### config.mk
export PLATFORM = sky130hd
export DESIGN_NAME = atrlc_prefix
export DESIGN_NICKNAME = d
export VERILOG_FILES = /design/src/design/atrlc_pkg.sv /design/src/design/atrlc_prefix.sv
export SDC_FILE = /design/constraint.sdc
export NUM_CORES = 1
export LEC_CHECK = 0
export ABC_AREA = 1
export BUFFER_PORTS_ARGS = -buffer_cell sky130_fd_sc_hd__buf_4
export CORE_MARGIN = 10
export CORE_UTILIZATION = 54
export CTS_CLUSTER_SIZE = 14
export DETAILED_ROUTE_END_ITERATION = 10
export PLACE_DENSITY_LB_ADDON = 0.25
export SYNTH_ARGS = -nofsm -noshare
export SYNTH_HDL_FRONTEND = slang
export SYNTH_SLANG_ARGS = --single-unit
export TNS_END_PERCENT = 100
### constraint.sdc
create_clock -name clk -period 1.9 [get_ports clk]
set_input_delay 0.475 -clock clk [delete_from_list [all_inputs] [get_ports clk]]
set_output_delay 0.475 -clock clk [all_outputs]
set_load 0.02 [all_outputs]
### src/design/atrlc_pkg.sv
// ----------------------------------------------------------------------------
// atrlc_pkg
// Shared constants, keyword tables, event codes and types for the AT
// response line classifier.
// ----------------------------------------------------------------------------
`default_nettype none

package atrlc_pkg;

	localparam int MAX_LINE        = 2048;
	localparam int ADDR_HEX_DIGITS = 12;

	localparam int LEN_W   = $clog2(MAX_LINE + 1);
	localparam int HD_W    = $clog2(ADDR_HEX_DIGITS + 1);
	localparam int ADDR_W  = 48;
	localparam int EV_W    = 4;

	localparam int NUM_KW   = 11;
	localparam int KW_MAX   = 16;
	localparam int KW_IDX_W = $clog2(NUM_KW);
	localparam int KW_LEN_W = $clog2(KW_MAX + 1);
	localparam int KW_POS_W = $clog2(KW_MAX);
	localparam int KW_HIGH  = 5;

	localparam int PFX_LEN  = 6;
	localparam int PP_W     = 3;
	localparam logic [PP_W-1:0] PP_DONE = PP_W'(PFX_LEN);
	localparam logic [PP_W-1:0] PP_FAIL = PP_W'(7);

	localparam logic [7:0] CH_LF    = 8'd10;
	localparam logic [7:0] CH_CR    = 8'd13;
	localparam logic [7:0] CH_SPACE = 8'd32;

	localparam logic [EV_W-1:0] EV_MODE1      = 4'd0;
	localparam logic [EV_W-1:0] EV_MODE2      = 4'd1;
	localparam logic [EV_W-1:0] EV_MODE3      = 4'd2;
	localparam logic [EV_W-1:0] EV_RECONNECT  = 4'd3;
	localparam logic [EV_W-1:0] EV_SCAN_START = 4'd4;
	localparam logic [EV_W-1:0] EV_DEVICE     = 4'd5;
	localparam logic [EV_W-1:0] EV_SCAN_DONE  = 4'd6;
	localparam logic [EV_W-1:0] EV_CONNECTING = 4'd7;
	localparam logic [EV_W-1:0] EV_CONNECTED  = 4'd8;
	localparam logic [EV_W-1:0] EV_TIMEOUT    = 4'd9;
	localparam logic [EV_W-1:0] EV_SCO_UP     = 4'd10;
	localparam logic [EV_W-1:0] EV_SCO_DOWN   = 4'd11;
	localparam logic [EV_W-1:0] EV_OTHER      = 4'd12;

	localparam logic [1:0] LINK_IDLE       = 2'd0;
	localparam logic [1:0] LINK_SCANNING   = 2'd1;
	localparam logic [1:0] LINK_CONNECTING = 2'd2;
	localparam logic [1:0] LINK_CONNECTED  = 2'd3;

	typedef logic [KW_MAX-1:0][7:0] kw_text_t;

	// Text is right aligned: first character sits at byte KW_LEN-1.
	localparam kw_text_t KW_TEXT [NUM_KW] = '{
		kw_text_t'("SET MODE 1"),
		kw_text_t'("SET MODE 2"),
		kw_text_t'("SET MODE 3"),
		kw_text_t'("RECONNECT"),
		kw_text_t'("INQUIRING START"),
		kw_text_t'("INQ COMPLETE"),
		kw_text_t'("CONNECTING"),
		kw_text_t'("CONNECT SUCCESS"),
		kw_text_t'("CONNECT TIMEOUT"),
		kw_text_t'("SETUP SCO"),
		kw_text_t'("DISC SCO")
	};

	localparam logic [KW_LEN_W-1:0] KW_LEN [NUM_KW] = '{
		5'd10, 5'd10, 5'd10, 5'd9, 5'd15, 5'd12, 5'd10, 5'd15, 5'd15, 5'd9, 5'd8
	};

	localparam logic [EV_W-1:0] KW_EVENT [NUM_KW] = '{
		EV_MODE1, EV_MODE2, EV_MODE3, EV_RECONNECT, EV_SCAN_START,
		EV_SCAN_DONE, EV_CONNECTING, EV_CONNECTED, EV_TIMEOUT,
		EV_SCO_UP, EV_SCO_DOWN
	};

	localparam logic [7:0] PFX_TEXT [PFX_LEN] = '{
		8'h41, 8'h54, 8'h2B, 8'h42, 8'h54, 8'h3A
	};

	typedef struct packed {
		logic            taken;
		logic [EV_W-1:0] ev;
	} chain_t;

	typedef struct packed {
		logic [EV_W-1:0]   ev;
		logic [1:0]        mode;
		logic [1:0]        link;
		logic [ADDR_W-1:0] addr;
	} result_t;

	// {valid, value} of a hex digit in either case
	function automatic logic [4:0] hex_value(input logic [7:0] b);
		logic [4:0] r;
		r = 5'd0;
		if (b >= 8'h30 && b <= 8'h39) r = {1'b1, 4'(b - 8'h30)};
		else if (b >= 8'h61 && b <= 8'h66) r = {1'b1, 4'(b - 8'h57)};
		else if (b >= 8'h41 && b <= 8'h46) r = {1'b1, 4'(b - 8'h37)};
		return r;
	endfunction

endpackage

`default_nettype wire

### src/design/atrlc_prefix.sv
// ----------------------------------------------------------------------------
// atrlc_prefix
// Device line recognizer: skips leading spaces, matches AT+BT: and shifts
// in the hex address digits.
// ----------------------------------------------------------------------------
`default_nettype none

module atrlc_prefix import atrlc_pkg::*; (
	input  wire logic              clk,
	input  wire logic              arst_n,
	input  wire logic [7:0]        byte_in,
	input  wire logic              feed,
	input  wire logic              clr,
	output logic                   device,
	output logic [ADDR_W-1:0]      address
);

	logic              lead_q;
	logic [PP_W-1:0]   pp_q;
	logic [HD_W-1:0]   hd_q;
	logic [ADDR_W-1:0] addr_q;
	logic [4:0]        hv;

	assign hv      = hex_value(byte_in);
	assign device  = (pp_q == PP_DONE) && (hd_q == HD_W'(ADDR_HEX_DIGITS));
	assign address = addr_q;

	always_ff @(posedge clk or negedge arst_n) begin
		if (!arst_n) begin
			lead_q <= 1'b1;
			pp_q   <= '0;
			hd_q   <= '0;
			addr_q <= '0;
		end else if (clr) begin
			lead_q <= 1'b1;
			pp_q   <= '0;
			hd_q   <= '0;
			addr_q <= '0;
		end else if (feed && !(lead_q && byte_in == CH_SPACE)) begin
			lead_q <= 1'b0;
			if (pp_q < PP_DONE) begin
				if (PFX_TEXT[pp_q] == byte_in) pp_q <= pp_q + PP_W'(1);
				else pp_q <= PP_FAIL;
			end else if (pp_q == PP_DONE && hd_q < HD_W'(ADDR_HEX_DIGITS)) begin
				if (!hv[4]) begin
					pp_q <= PP_FAIL;
				end else begin
					addr_q <= {addr_q[ADDR_W-5:0], hv[3:0]};
					hd_q   <= hd_q + HD_W'(1);
				end
			end
		end
	end

endmodule

`default_nettype wire

==> flow_summary_export.csv <==
group,metric,value,unit
clocking,insertion_delay,0.30,ns
global_route,grtUsageTotal,15.4,%
detailed_routing,viasPerCell,5.09,
detailed_routing,avgRoutedWirePerCell,14.2,um
logic_synthesis,synth-edff-count,0,
detailed_routing,first_iter_violations,145,
sta,max_slew_margin,53.6,%
sta,post-route-worst-setup-slack,0.0896,ns
clocking,cts_htree_levels,2,
logic_synthesis,synthesis.instances,345,
sta,post-route-min-period,1.81,ns
floorplanning,core-area,5170,um2
place,finalWeightedCongestion,0.867,
logic_synthesis,netlist-cell-type-count,31,
global_route,grt_pass1_wl,11200,um
layout,n_fill_cell,431,
sta,hold_viol_final,0,
sta,fin_worst_hold_slack,0.200,ns
flow_run,timing.max_cap.violations,0,
place,placed_cell_area,3470,um2
place,numPortBuffers,60,
layout,drive_gt1_share,28.9,%
critical_path,critical_path.startpoint_type,"flop",
clocking,worst_setup_hold_path_clk_slew,0.09,ns
critical_path,critical_path_arrival,1.34,ns
floorplanning,placementRows,26,
detailed_routing,routed-via-count,2471,
sta,setup_viol_count_final,0,
sta,timing.clock.skew,0.00663,ns
logic_synthesis,synthArstFlopShare,100,%
logic_synthesis,mappedNetlistArea,2920,um2
floorplanning,die_height,93.5,um
logic_synthesis,synth-warning-count,0,
logic_synthesis,share_of_synthesized_area_occupied_by_flip_flops_and_latches,48.1,%
critical_path,critical_path_fanout_max,2,
floorplanning,dieArea,8740,um2
floorplanning,pin_count,61,
global_route,first_global_vias,2394,
layout,layout.nets,435,
critical_path,rr_worst_depth,10,
detailed_routing,drc,0,
sta,ratio_of_final_minimum_period_to_clock_period,95.3,%
detailed_routing,drt_pass1_iterations,6,
logic_synthesis,yosys_most_used_dff,"sky130_fd_sc_hd__dfrtp_1",
layout,ant_diodes,0,
clocking,cts_sinks,56,
status,status,"finished clean",
sta,worstMarginPinSlew,0.695,ns
power,leak_pwr,2.04,nW
detailed_routing,drt-total-wl,6880,um
critical_path,critPathKind,"reg -> out",
logic_synthesis,syn_avg_cell_area,8.45,um2
sta,final_layout_setup_total_negative_slack,0,ns
global_route,number_of_antenna_violations_at_the_first_check_in_global_routing,0,
floorplanning,die_width,93.5,um
logic_synthesis,ys_seq_elements,56,
logic_synthesis,synth.net_count,366,
clocking,clk_root_buffer_cell,"sky130_fd_sc_hd__clkbuf_8",
layout,areaGrowthSynthToFinish,23.9,%
layout,layout.cell_area.non_filler,3610,um2
clocking,numCtsBuffers,5,
sta,final-max-slew-violation-count,0,
place,post-place-ws,-0.0591,ns
floorplanning,initial_utilization,56.4,%
global_route,grt_overflow_total,0,
hold_path,hold_path.class,"in -> async",
critical_path,end_kind,"output port",
place,post-dp-hpwl,4920,um
power,p_per_area,593,nW/um2
sta,fmaxAchievable,0.552,GHz
clocking,tritoncts_clock_tree,"done",
critical_path,critical_path_required,1.42,ns
power,max-vdd-ir-drop,0.000375,V
detailed_routing,final_antenna_net_count,0,
global_route,pin_count_of_the_biggest_net_entering_global_routing,57,
clocking,cts_buffer_depth,2,
through the flow:
stage,power [W],cells,util [%]
after floorplan,0.00138,345,-
after global placement,0.00148,474,67.1
after detailed placement,0.00149,474,67.1
after CTS,0.00217,482,69.0
after global routing,0.00225,485,69.9
final,0.00214,485,69.9
sequential cells by signal, summed over array words and instances (netlist names):
signal	count
address	48
lead_q	1
hd_q	4
pp_q	3
cell families (layout without fill, tap and decap cells):
logic type	after synthesis	count (layout)	synth area share, %
AND/OR/NAND/NOR	208	209	33.1
flip-flops	56	56	48.1
buffers and inverters	42	111	7.64
AO/OA/AOI/OAI	25	25	5.83
adder cells (fa/ha/maj)	9	9	3.86
XOR/XNOR	5	5	1.50
per-layer routing:
metal	up-vias	share of wire, %	GRT usage (%)
met4	0	0.55	3.98
met5	-	0	0
met2	57	49	25.0
met3	4	6.7	5.20
li1	1234	-	-
met1	1176	44	19.0
cell usage after synthesis (3+ instances only):
library cell / instances / area, um2
sky130_fd_sc_hd__a21oi_2: 8 / 70.1
sky130_fd_sc_hd__buf_2: 7 / 35.0
sky130_fd_sc_hd__buf_6: 4 / 45.0
sky130_fd_sc_hd__dfrtp_1: 55 / 1380
sky130_fd_sc_hd__ha_1: 9 / 113
sky130_fd_sc_hd__inv_1: 24 / 90.1
sky130_fd_sc_hd__nand2_1: 127 / 477
sky130_fd_sc_hd__nand2_2: 3 / 18.8
sky130_fd_sc_hd__nand3_1: 36 / 180
sky130_fd_sc_hd__nand3_2: 10 / 100
sky130_fd_sc_hd__nand4_1: 7 / 43.8
sky130_fd_sc_hd__nor2_1: 19 / 71.3
sky130_fd_sc_hd__o21ai_0: 13 / 65.1
sky130_fd_sc_hd__xor2_1: 4 / 35.0
report_power, final:
group / switching (W) / leakage, nW / internal [W] / total (W)
clock network: 0.000376 / 0.0516 / 0.000299 / 0.000675
logic: 0.000160 / 1.22 / 0.0000907 / 0.000250
registers: 0.0000130 / 0.773 / 0.00120 / 0.00122
worst max-delay path, stage by stage (launching register included):
cell and delay [ns]:
sky130_fd_sc_hd__dfrtp_1 0.39, sky130_fd_sc_hd__inv_1 0.08, sky130_fd_sc_hd__ha_2 0.21, sky130_fd_sc_hd__nand2_4 0.06, sky130_fd_sc_hd__nor2_2 0.14, sky130_fd_sc_hd__buf_4 0.15
timing repair:
item                                    in CTS  in global routing
buffers inserted                             0                  2
hold buffers                                 0                  0
endpoints found under the setup margin       0                 34
gates resized for setup                      0                  3
path summary, 6_finish.rpt:
check	start	endpoint	slack, ns
worst max-delay path	pp_q[0]	device	0.09
worst min-delay path	arst_n	address[46]	0.20
worst min register to register	lead_q	lead_q	0.48
max in group asynchronous	arst_n	hd_q[1]	1.24
min in group clk	lead_q	lead_q	0.48
worst max register to register	pp_q[0]	address[17]	0.14
placed cells by master, fill, tap and decap left out, drive strengths merged:
cell type  netlist  routed
xnor2            1       1
o2111ai          1       1
nor2            22      23
nand4            7       7
dfstp            1       1
ha               9       9
clkbuf           2       6
buf             15      78
o21ai           14      14
a21oi           10      10
dfrtp           55      55
nand2          132     132
inv             25      26
xor2             4       4
nand3           46      46
clkinv           0       1
nor3             1       1
layout make-up:
class                      count  area (um2)  share of cell area, %
sequential                    56        1400                   38.8
multi-input combinational    248        1310                   36.3
timing repair buffer          78         623                   17.2
inverter                      25        93.8                   2.60
tap                           70        87.6                   2.42
clock buffer                   6        82.6                   2.29
clock inverter                 2        13.8                  0.381
No activity file was read; power rests on OpenSTA's default activity.
